$ cat src/hw/rtl/cau_pkg.sv
// Shared types, constants and helpers for the complex arithmetic unit.
// No dependencies; used by every module under hw/rtl.
package cau_pkg;

  localparam int FracBits  = 16;              // Q format fraction bits
  localparam int DataW     = 32;              // component width
  localparam int ProdW     = 2 * DataW;       // full product width
  localparam int QBits     = DataW + 1;       // quotient bits kept before cap
  localparam int WideW     = ProdW + QBits;   // divider remainder width
  localparam int LastStg   = QBits + 1;       // last divider pipeline index
  localparam int QDepth    = 2;               // front/back queue entries
  localparam int QPtrW     = $clog2(QDepth);

  typedef enum logic [2:0] {
    FuncAdd  = 3'd0,
    FuncSub  = 3'd1,
    FuncMul  = 3'd2,
    FuncDiv  = 3'd3,
    FuncConj = 3'd4
  } func_e;

  typedef enum logic [1:0] {
    StOk      = 2'd0,
    StDivZero = 2'd1,
    StSat     = 2'd2
  } status_e;

  // Done: result settled in the front; Mul/Div: back end does the work.
  typedef enum logic [1:0] {
    KindDone = 2'd0,
    KindMul  = 2'd1,
    KindDiv  = 2'd2
  } kind_e;

  typedef struct packed {
    logic signed [DataW-1:0] val;
    logic                    sat;
  } satv_t;

  typedef struct packed {
    kind_e                   kind;
    logic signed [DataW-1:0] a_re;
    logic signed [DataW-1:0] a_im;
    logic signed [DataW-1:0] b_re;
    logic signed [DataW-1:0] b_im;
    logic signed [DataW-1:0] r_re;
    logic signed [DataW-1:0] r_im;
    logic                    sat;
  } item_t;

  // Clamp a wide signed value to DataW bits.
  function automatic satv_t sat_s(input logic signed [ProdW:0] v);
    satv_t r;
    r.sat = !((&v[ProdW:DataW-1]) || ~(|v[ProdW:DataW-1]));
    if (r.sat) begin
      r.val = v[ProdW] ? {1'b1, {(DataW-1){1'b0}}} : {1'b0, {(DataW-1){1'b1}}};
    end else begin
      r.val = v[DataW-1:0];
    end
    return r;
  endfunction

endpackage

$ cat src/hw/rtl/cau_fifo.sv
// Short queue between front and back end.
// Depends on cau_pkg.
module cau_fifo (
  input  logic           clk_i,
  input  logic           rst_ni,
  input  logic           push_i,
  input  cau_pkg::item_t item_i,
  output logic           full_o,
  input  logic           pop_i,
  output logic           empty_o,
  output cau_pkg::item_t item_o
);

  cau_pkg::item_t               mem_q [cau_pkg::QDepth];
  logic [cau_pkg::QPtrW-1:0]    wr_ptr_q, wr_ptr_d, rd_ptr_q, rd_ptr_d;
  logic [cau_pkg::QPtrW:0]      cnt_q, cnt_d;
  logic                         do_push, do_pop;

  assign full_o  = (cnt_q == (cau_pkg::QPtrW+1)'(cau_pkg::QDepth));
  assign empty_o = (cnt_q == '0);
  assign do_push = push_i && !full_o;
  assign do_pop  = pop_i && !empty_o;
  assign item_o  = mem_q[rd_ptr_q];

  always_comb begin
    wr_ptr_d = do_push ? wr_ptr_q + 1'b1 : wr_ptr_q;
    rd_ptr_d = do_pop ? rd_ptr_q + 1'b1 : rd_ptr_q;
    cnt_d    = cnt_q + (cau_pkg::QPtrW+1)'(do_push) - (cau_pkg::QPtrW+1)'(do_pop);
  end

  always_ff @(posedge clk_i or negedge rst_ni) begin
    if (!rst_ni) begin
      wr_ptr_q <= '0;
      rd_ptr_q <= '0;
      cnt_q    <= '0;
    end else begin
      wr_ptr_q <= wr_ptr_d;
      rd_ptr_q <= rd_ptr_d;
      cnt_q    <= cnt_d;
    end
  end

  always_ff @(posedge clk_i) begin
    if (do_push) begin
      mem_q[wr_ptr_q] <= item_i;
    end
  end

endmodule

$ cat config.mk
export PLATFORM = sky130hd
export DESIGN_NAME = cau_fifo
export DESIGN_NICKNAME = d
export VERILOG_FILES = /design/src/hw/rtl/cau_pkg.sv /design/src/hw/rtl/cau_fifo.sv
export SDC_FILE = /design/constraint.sdc
export NUM_CORES = 1
export LEC_CHECK = 0
export ABC_AREA = 1
export BUFFER_PORTS_ARGS = -buffer_cell sky130_fd_sc_hd__buf_2
export CELL_PAD_IN_SITES_DETAIL_PLACEMENT = 1
export CELL_PAD_IN_SITES_GLOBAL_PLACEMENT = 1
export CORE_UTILIZATION = 41
export DETAILED_ROUTE_END_ITERATION = 8
export HOLD_SLACK_MARGIN = 0.05
export PLACE_DENSITY = 0.75
export SYNTH_ARGS = -nofsm -noshare
export SYNTH_HDL_FRONTEND = slang
export SYNTH_SLANG_ARGS = --single-unit
$ cat constraint.sdc
create_clock -name clk_i -period 11.75 [get_ports clk_i]
set_input_delay 1.175 -clock clk_i [delete_from_list [all_inputs] [get_ports clk_i]]
set_output_delay 1.175 -clock clk_i [all_outputs]
set_load 0.005 [all_outputs]
==> run_results.csv <==
group,metric,value,unit
clock_network,cts_tree,"yes",
worst_setup_path,cp_top_family,"buffers and inverters",
power,power,4.63,mW
final_layout,syn2layout_area_growth,25.4,%
final_layout,finalNetCount,1657,
floorplanning,die_x,190,um
status,outcome,"finished clean",
final_layout,fillers,3674,
worst_setup_path,critPathArrivalTime,3470,ps
timing,tns,0,ps
worst_setup_path,cp_slowest_cell,"buf_4",
logic_synthesis,synthDominantCellAreaShare,81.0,%
detailed_routing,dr.pass1.iters,4,
final_layout,final_common_cell,"nand2_1",
worst_setup_path,cpMostUsedCell,"nand2_1",
clock_network,insertion_delay,530,ps
global_route,use_met2,36.0,%
power,ir_drop,160,uV
min_path,worstHoldPathType,"in -> async",
clock_network,post_cts_buffers,0,
timing,setup_viol,0,
final_layout,seq_area,11800,um2
worst_setup_path,r2r_cells,5,
timing,slew_violations,0,
timing,post-route-period-util,39.5,%
timing,worstMarginPinSlew,1100,ps
timing,max_freq,215,MHz
logic_synthesis,synthCells,1052,
global_route,grt_pass1_vias,10000,
job,cap_violations,0,
worst_setup_path,worstPathMaxFanout,113,
timing,rsz0062_at_grt,"false",
logic_synthesis,syn_nets,1253,
detailed_routing,ant_nets,0,
logic_synthesis,synthTopCellsByArea,"edfxtp_1, nand2_1, buf_6",
detailed_routing,drcViolationCount,0,
global_route,grtUsageTotal,20.5,%
global_route,antenna_found_initial,10,
worst_setup_path,worstReg2RegEnd,"mem_q[1][134]",
power,power_density,255,nW/um2
floorplanning,initial_core_util,41.8,%
logic_synthesis,synth_top_cell_by_area,"edfxtp_1",
timing,clock_skew,9.90,ps
worst_setup_path,max_stage_delay,810,ps
logic_synthesis,synth-seq-area-share,81.7,%
worst_setup_path,endpoint_kind,"output pin",
clock_network,numCtsBuffers,43,
floorplanning,io_pins,396,
logic_synthesis,ys_warn_count,0,
clock_network,clk_path_buf_depth,3,
final_layout,multi_input_area,2300,um2
logic_synthesis,synth-seq-cells,394,
global_route,gr-total-overflow,0,
timing,fin_crit,4640,ps
final_layout,final_layout_size_suffix_gt1_share,31.5,%
worst_setup_path,critPathLaunchType,"flop",
placed_design,dp.final_hpwl,24800,um
clock_network,clkTransAtPathRegs,60,ps
floorplanning,die_h,190,um
worst_setup_path,r2r-start,"cnt_q[1]",
detailed_routing,drtIter0Drc,456,
final_layout,layout_common_cells,"nand2_1, buf_2, edfxtp_1",
global_route,grt_max_degree,135,
clock_network,cts_hold_buf,0,
detailed_routing,wl,37800,um
floorplanning,placementRows,68,
logic_synthesis,netlist_area,14500,um2
detailed_routing,vias,9447,
clock_network,cts_sinks,394,
clock_network,cts_htree_levels,2,
worst_setup_path,worst-path-buf-inv,3,
placed_design,portBuffers,395,
detailed_routing,vias_per_cell,4.85,
timing,max-slew-margin-rel,26.9,%
worst_setup_path,critPathKind,"reg -> out",
floorplanning,die-area,36000,um2
global_route,grt_pass1_wl,55600,um
timing,final_hold_viol_count,0,
detailed_routing,wl_per_cell,19.4,um
worst_setup_path,path_cells,"inv_6 -> buf_4 -> nand2_1 -> nand2_1 -> buf_2",
worst_setup_path,r2r_slack,8480,ps
global_route,globalRouteMet3Util,6.99,%
logic_synthesis,ys_types,11,
clock_network,ctsResizeCount,0,
logic_synthesis,synth.avg_cell_area,13.7,um2
placed_design,place.gp.congestion,0.748,
power,leakagePower,7.81,nW
clock_network,cts-root-buf,"clkbuf_16",
global_route,grtUsageMet1,23.2,%
global_route,top_usage_layer,"met2",
worst_setup_path,required,10580,ps
floorplanning,core,34600,um2
[routing by layer]
layer  vias up  routed length (um)
li1       4360                   -
met1      4643               14500
met2       359               18900
met3        77                3260
met4         8                1010
met5         -                  46
[Yosys cell counts]
master,n
inv_4,1
edfxtp_1,390
nor2_1,1
buf_2,21
dfrtp_1,4
ha_1,2
nand2_1,598
inv_1,10
buf_6,12
nand3_1,3
buf_4,10
[per-stage QoR]
step                hold slack [ps]  cell area, um2  setup slack [ps]  utilization [%]  instances
global route                    430           18100              6830             52.3       1947
detailed placement              467           16800              7620             48.4       1866
global placement                460           16800              7610             48.4       1866
CTS                             418           18100              6940             52.3       1942
finish                          441           18100              7110             52.3       1948
floorplan                       442           14500              1650                -       1052
[flip-flops by register name, summed over array words and instances (netlist names)]
signal    count
rd_ptr_q      1
mem_q       390
wr_ptr_q      1
cnt_q         2
[where the power goes]
| group | leakage, nW | switching, mW | internal [mW] |
|---|---|---|---|
| combinational | 3.47 | 0.874 | 0.427 |
| clock | 0.670 | 0.531 | 0.759 |
| sequential | 3.68 | 0.114 | 1.92 |
[layout make-up]
type,count,share of cell area (%)
Antenna cell,6,0.0828
Sequential cell,394,65.2
Tap cell,455,3.14
Clock inverter,29,1.19
Inverter,11,0.297
Multi-Input combinational cell,604,12.7
Timing Repair Buffer,402,11.2
Clock buffer,47,6.25
[worst max-delay path by stage]
stage                     startpoint          end  slack (ps)  cells after the start
after global placement      rd_ptr_q   item_o[33]        7610                      5
after floorplan               push_i  mem_q[1][0]        1650                      2
after global routing        rd_ptr_q  item_o[144]        6830                      5
after CTS                   rd_ptr_q  item_o[193]        6940                      5
final                       rd_ptr_q  item_o[150]        7110                      5
after detailed placement    rd_ptr_q  item_o[173]        7620                      5
[cell families (layout without fill, tap and decap cells)]
group | Yosys count | after routing | share of synthesized area [%]
other | 0 | 6 | 0
AND/OR/NAND/NOR | 602 | 602 | 15.7
flip-flops | 394 | 394 | 81.7
buffers and inverters | 54 | 489 | 2.48
adder cells (fa/ha/maj) | 2 | 2 | 0.173
No activity file was read; power rests on OpenSTA's default activity.
