==> config.mk <==
export PLATFORM = sky130hd
export DESIGN_NAME = cau_front
export DESIGN_NICKNAME = d
export VERILOG_FILES = /design/src/hw/rtl/cau_pkg.sv /design/src/hw/rtl/cau_front.sv
export SDC_FILE = /design/constraint.sdc
export NUM_CORES = 1
export LEC_CHECK = 0
export BUFFER_PORTS_ARGS = -buffer_cell sky130_fd_sc_hd__buf_2
export CAP_MARGIN = 20
export CORE_UTILIZATION = 40
export DETAILED_ROUTE_END_ITERATION = 16
export GPL_TIMING_DRIVEN = 0
export PLACE_DENSITY_LB_ADDON = 0.05
export SLEW_MARGIN = 20
export SYNTH_ARGS = -nofsm -noshare
export SYNTH_HDL_FRONTEND = slang
export SYNTH_SLANG_ARGS = --single-unit
==> constraint.sdc <==
create_clock -name vclk -period 7.5
set_clock_uncertainty 0.1 [all_clocks]
set_input_delay 1.5 -clock vclk [all_inputs]
set_output_delay 1.5 -clock vclk [all_outputs]
set_load 0.03 [all_outputs]
==> src/hw/rtl/cau_pkg.sv <==
// Shared types, constants and helpers for the complex arithmetic unit.
// No dependencies; used by every module under hw/rtl.
package cau_pkg;

  localparam int FracBits  = 16;              // Q format fraction bits
  localparam int DataW     = 32;              // component width
  localparam int ProdW     = 2 * DataW;       // full product width
  localparam int QBits     = DataW + 1;       // quotient bits kept before cap
  localparam int WideW     = ProdW + QBits;   // divider remainder width
  localparam int LastStg   = QBits + 1;       // last divider pipeline index
  localparam int QDepth    = 2;               // front/back queue entries
  localparam int QPtrW     = $clog2(QDepth);

  typedef enum logic [2:0] {
    FuncAdd  = 3'd0,
    FuncSub  = 3'd1,
    FuncMul  = 3'd2,
    FuncDiv  = 3'd3,
    FuncConj = 3'd4
  } func_e;

  typedef enum logic [1:0] {
    StOk      = 2'd0,
    StDivZero = 2'd1,
    StSat     = 2'd2
  } status_e;

  // Done: result settled in the front; Mul/Div: back end does the work.
  typedef enum logic [1:0] {
    KindDone = 2'd0,
    KindMul  = 2'd1,
    KindDiv  = 2'd2
  } kind_e;

  typedef struct packed {
    logic signed [DataW-1:0] val;
    logic                    sat;
  } satv_t;

  typedef struct packed {
    kind_e                   kind;
    logic signed [DataW-1:0] a_re;
    logic signed [DataW-1:0] a_im;
    logic signed [DataW-1:0] b_re;
    logic signed [DataW-1:0] b_im;
    logic signed [DataW-1:0] r_re;
    logic signed [DataW-1:0] r_im;
    logic                    sat;
  } item_t;

  // Clamp a wide signed value to DataW bits.
  function automatic satv_t sat_s(input logic signed [ProdW:0] v);
    satv_t r;
    r.sat = !((&v[ProdW:DataW-1]) || ~(|v[ProdW:DataW-1]));
    if (r.sat) begin
      r.val = v[ProdW] ? {1'b1, {(DataW-1){1'b0}}} : {1'b0, {(DataW-1){1'b1}}};
    end else begin
      r.val = v[DataW-1:0];
    end
    return r;
  endfunction

endpackage

==> src/hw/rtl/cau_front.sv <==
// Front end: decodes the operation and settles add, subtract and conjugate.
// Depends on cau_pkg.
module cau_front (
  input  logic [2:0]                       func_i,
  input  logic signed [cau_pkg::DataW-1:0] a_re_i,
  input  logic signed [cau_pkg::DataW-1:0] a_im_i,
  input  logic signed [cau_pkg::DataW-1:0] b_re_i,
  input  logic signed [cau_pkg::DataW-1:0] b_im_i,
  output cau_pkg::item_t                   item_o
);

  logic signed [cau_pkg::DataW:0] sum_re, sum_im;
  cau_pkg::satv_t                 s_re, s_im;

  always_comb begin
    sum_re = '0;
    sum_im = '0;
    unique case (cau_pkg::func_e'(func_i))
      cau_pkg::FuncAdd: begin
        sum_re = {a_re_i[cau_pkg::DataW-1], a_re_i} + {b_re_i[cau_pkg::DataW-1], b_re_i};
        sum_im = {a_im_i[cau_pkg::DataW-1], a_im_i} + {b_im_i[cau_pkg::DataW-1], b_im_i};
      end
      cau_pkg::FuncSub: begin
        sum_re = {a_re_i[cau_pkg::DataW-1], a_re_i} - {b_re_i[cau_pkg::DataW-1], b_re_i};
        sum_im = {a_im_i[cau_pkg::DataW-1], a_im_i} - {b_im_i[cau_pkg::DataW-1], b_im_i};
      end
      cau_pkg::FuncConj: begin
        sum_re = {b_re_i[cau_pkg::DataW-1], b_re_i};
        sum_im = '0 - {b_im_i[cau_pkg::DataW-1], b_im_i};
      end
      default: begin
        sum_re = '0;
        sum_im = '0;
      end
    endcase
  end

  assign s_re = cau_pkg::sat_s({{(cau_pkg::DataW){sum_re[cau_pkg::DataW]}}, sum_re});
  assign s_im = cau_pkg::sat_s({{(cau_pkg::DataW){sum_im[cau_pkg::DataW]}}, sum_im});

  always_comb begin
    item_o.a_re = a_re_i;
    item_o.a_im = a_im_i;
    item_o.b_re = b_re_i;
    item_o.b_im = b_im_i;
    item_o.r_re = s_re.val;
    item_o.r_im = s_im.val;
    item_o.sat  = s_re.sat | s_im.sat;
    unique case (cau_pkg::func_e'(func_i))
      cau_pkg::FuncMul: item_o.kind = cau_pkg::KindMul;
      cau_pkg::FuncDiv: item_o.kind = cau_pkg::KindDiv;
      default:          item_o.kind = cau_pkg::KindDone;
    endcase
  end

endmodule

==> run summary <==
## GRT
- 48,200 µm — wire length of the first global-routing pass
- 27.2% — global-route total usage across every layer
- 9,447 — via count of the first global-routing pass
- 0 — grt ovf
- 11 — maximum number of pins on one net before global-route repair
- 1 — antenna violations before repair

## Logic synthesis
- 6.71 µm² — Mapped Avg Cell Area
- 1,474 — number of nets produced by synthesis
- a21oi_1 (133), buf_4 (130), nand2_1 (101) — top cells by count, synth
- ha_1 — leading area contributor after synthesis
- 1,243 — Mapped Cells
- ha_1 (15%), buf_4 (12%), a21oi_1 (8.0%), xnor2_1 (6.9%), a21o_1 (4.8%) — dominant cells by area after synthesis
- a21oi_1 — cell with the most instances after synthesis
- 14.6% — post-synth top area share
- 0.00834 mm² — Post-Synthesis Cell Area
- 84 — Unique masters post-synth
- 0% — register area share after synthesis
- 0 — yosys synthesis warning count

## Die
- 326 — IO Pins
- 146 µm — Die Y-Extent
- 40.9% — starting density of the core
- 0.0204 mm² — area of the placeable core
- 0.0214 mm² — full die area
- 52 — number of rows created at floorplan
- 146 µm — Horiz. Die Dim

## Run status
- completed — outcome

## Critical path
- output port — Crit. End Element
- input pin — Worst Setup Start Kind
- 7 — highest net fanout along the worst path
- 5.78 ns — data arrival time of the worst path
- or4_4 — critical-path cell with the highest stage delay
- 0.55 ns — Slowest Stage Delay on Critical Path
- buf_2 > inv_1 > ha_2 > or4b_4 > nor4_4 > buf_4 > a21oi_1 > xnor2_1 > ha_1 > nand2_1 > o21ai_0 > or2_2 > o221a_2 > or4_4 > o211ai_4 > nor2_4 > buf_4 > o21ai_0 > a21oi_1 > clkbuf_4 — CP Cell Sequence
- 5.90 ns — required time worst endpoint
- in -> out — Critical Setup Path Class

## Power and ir drop
- 100.0% — share of total power in combinational logic
- 472 µW — Pint
- 113 mW/mm² — power per unit of standard cell area
- 0% — share of total power in sequential cells
- 749 µW — Psw
- 61.3% — switching share of power
- 0.00549 µW — total leakage power
- 0% — Clock Power Share
- 1220 µW — total power consumption of the routed design
- 0.0623 mV — peak ir drop on the vdd network

## STA
- 0 — Final Setup Violations
- 7.38 ns — final critical-path required period
- 53.6% — Max transition margin
- 98.4% — final worst-path cycle share
- 0.695 ns — worst-margin pin slew
- 0.136 GHz — Fmax
- 0 — number of pins with negative max-slew slack in the final report
- 0 — number of hold violations in the final report
- yes — unrepaired setup endpoints after global routing
- 0.120 ns — Worst Setup Slack, final

## Detailed routing
- 0 — remaining routing DRC violations
- 625 — number of DRC violations after detailed-routing iteration 0
- 0 — Antenna Violating Nets Remaining
- 10,000 — Via Count
- 5.40 — Avg Vias per Cell
- 30,600 µm — aggregate routed wire length
- 16.5 µm — Routed WL per cell
- 5 — number of detailed-routing iterations run before antenna repair

## Layout
- 0 µm² — FF/Latch Area
- 1,859 — count of placed standard cells in the final layout, fillers left out
- 2,101 — Filler Cell Count
- 53.0% — Util after Layout
- 1,820 — Nets
- 29.4% — Layout area overhead
- 35.4% — share of post-route cells with drive strength above 1
- 0 — clock buf count
- 0 — num sequential

## Placement
- 326 — number of port buffers
- 0.956 — gpl congestion
- -0.859 ns — placement-stage worst setup slack
- 25,300 µm — HPWL Detailed
- 1,839 — placed cell count

## Min path
- in -> out — class of the tightest hold or removal check

## Run
- 0 — MaxCap Viol Count

worst max-delay path, delay by kind of cell:
family	cells	cell delay (ns)
AO/OA/AOI/OAI	6	0.92
buffers and inverters	5	0.79
AND/OR/NAND/NOR	6	1.86
adder cells (fa/ha/maj)	2	0.56
XOR/XNOR	1	0.14
kinds of logic (layout without fill, tap and decap cells):
kind of cell	count (synthesis)	in the layout	share of synthesized area [%]
mux	3	3	0.375
other cells	0	2	0
buf+inv	240	584	17.2
simple gates	350	350	21.8
xor+xnor	107	107	11.2
compound gates	436	436	33.2
fa+ha+maj	107	107	16.1
layer usage:
metal  track usage, %  routed length [µm]
met5                0                   0
met4             5.00                 563
met3             1.09                1620
met2             51.6               15400
met1             33.8               13000
power groups by stage:
| stage | registers [µW] | clock network [µW] | logic (µW) |
|---|---|---|---|
| after floorplan | 0 | 0 | 838 |
| after global placement | 0 | 0 | 1150 |
| after detailed placement | 0 | 0 | 1150 |
| after CTS | 0 | 0 | 1170 |
| after global routing | 0 | 0.0000178 | 1320 |
| final | 0 | 0.0000357 | 1220 |
cell type report:
type	count	area, µm²	share of cell area [%]
tap	270	338	3.13
buffer	176	1240	11.5
antenna	2	5.00	0.0464
multi-input combinational	1003	7120	66.0
inverter	59	221	2.05
timing repair buffer	349	1860	17.3
metrics by stage:
stage | area (µm²) | hold WS, ns | TNS (ns)
after CTS | 10500 | 3.26 | -0.0158
after floorplan | 8340 | 3.01 | 0
final | 10800 | 3.26 | 0
after global routing | 10800 | 3.27 | -1.20
after global placement | 10300 | 3.26 | -27.30
after detailed placement | 10300 | 3.26 | -25.45
final timing paths:
path | startpoint | endpoint | cells past startpoint
min | a_re_i[26] | item_o[187] | 3
max | b_re_i[0] | item_o[37] | 20
cell usage in the layout, fill, tap and decap left out, drive strengths merged, types with 53 or more instances in the layout:
cell,n
nor2,71
inv,59
nand2,103
a21o,53
buf,479
ha,97
o21ai,94
a21oi,142
xnor2,66
what timing repair did:
action / in CTS / in global routing
gates cloned: 0 / 1
gates resized for setup: 25 / 76
hold buffers: 0 / 0
endpoints found under the hold margin: 0 / 0
pin swaps: 6 / 9
endpoints found under the setup margin: 36 / 50
setup buffers: 8 / 14
No activity file was read; power rests on OpenSTA's default activity.
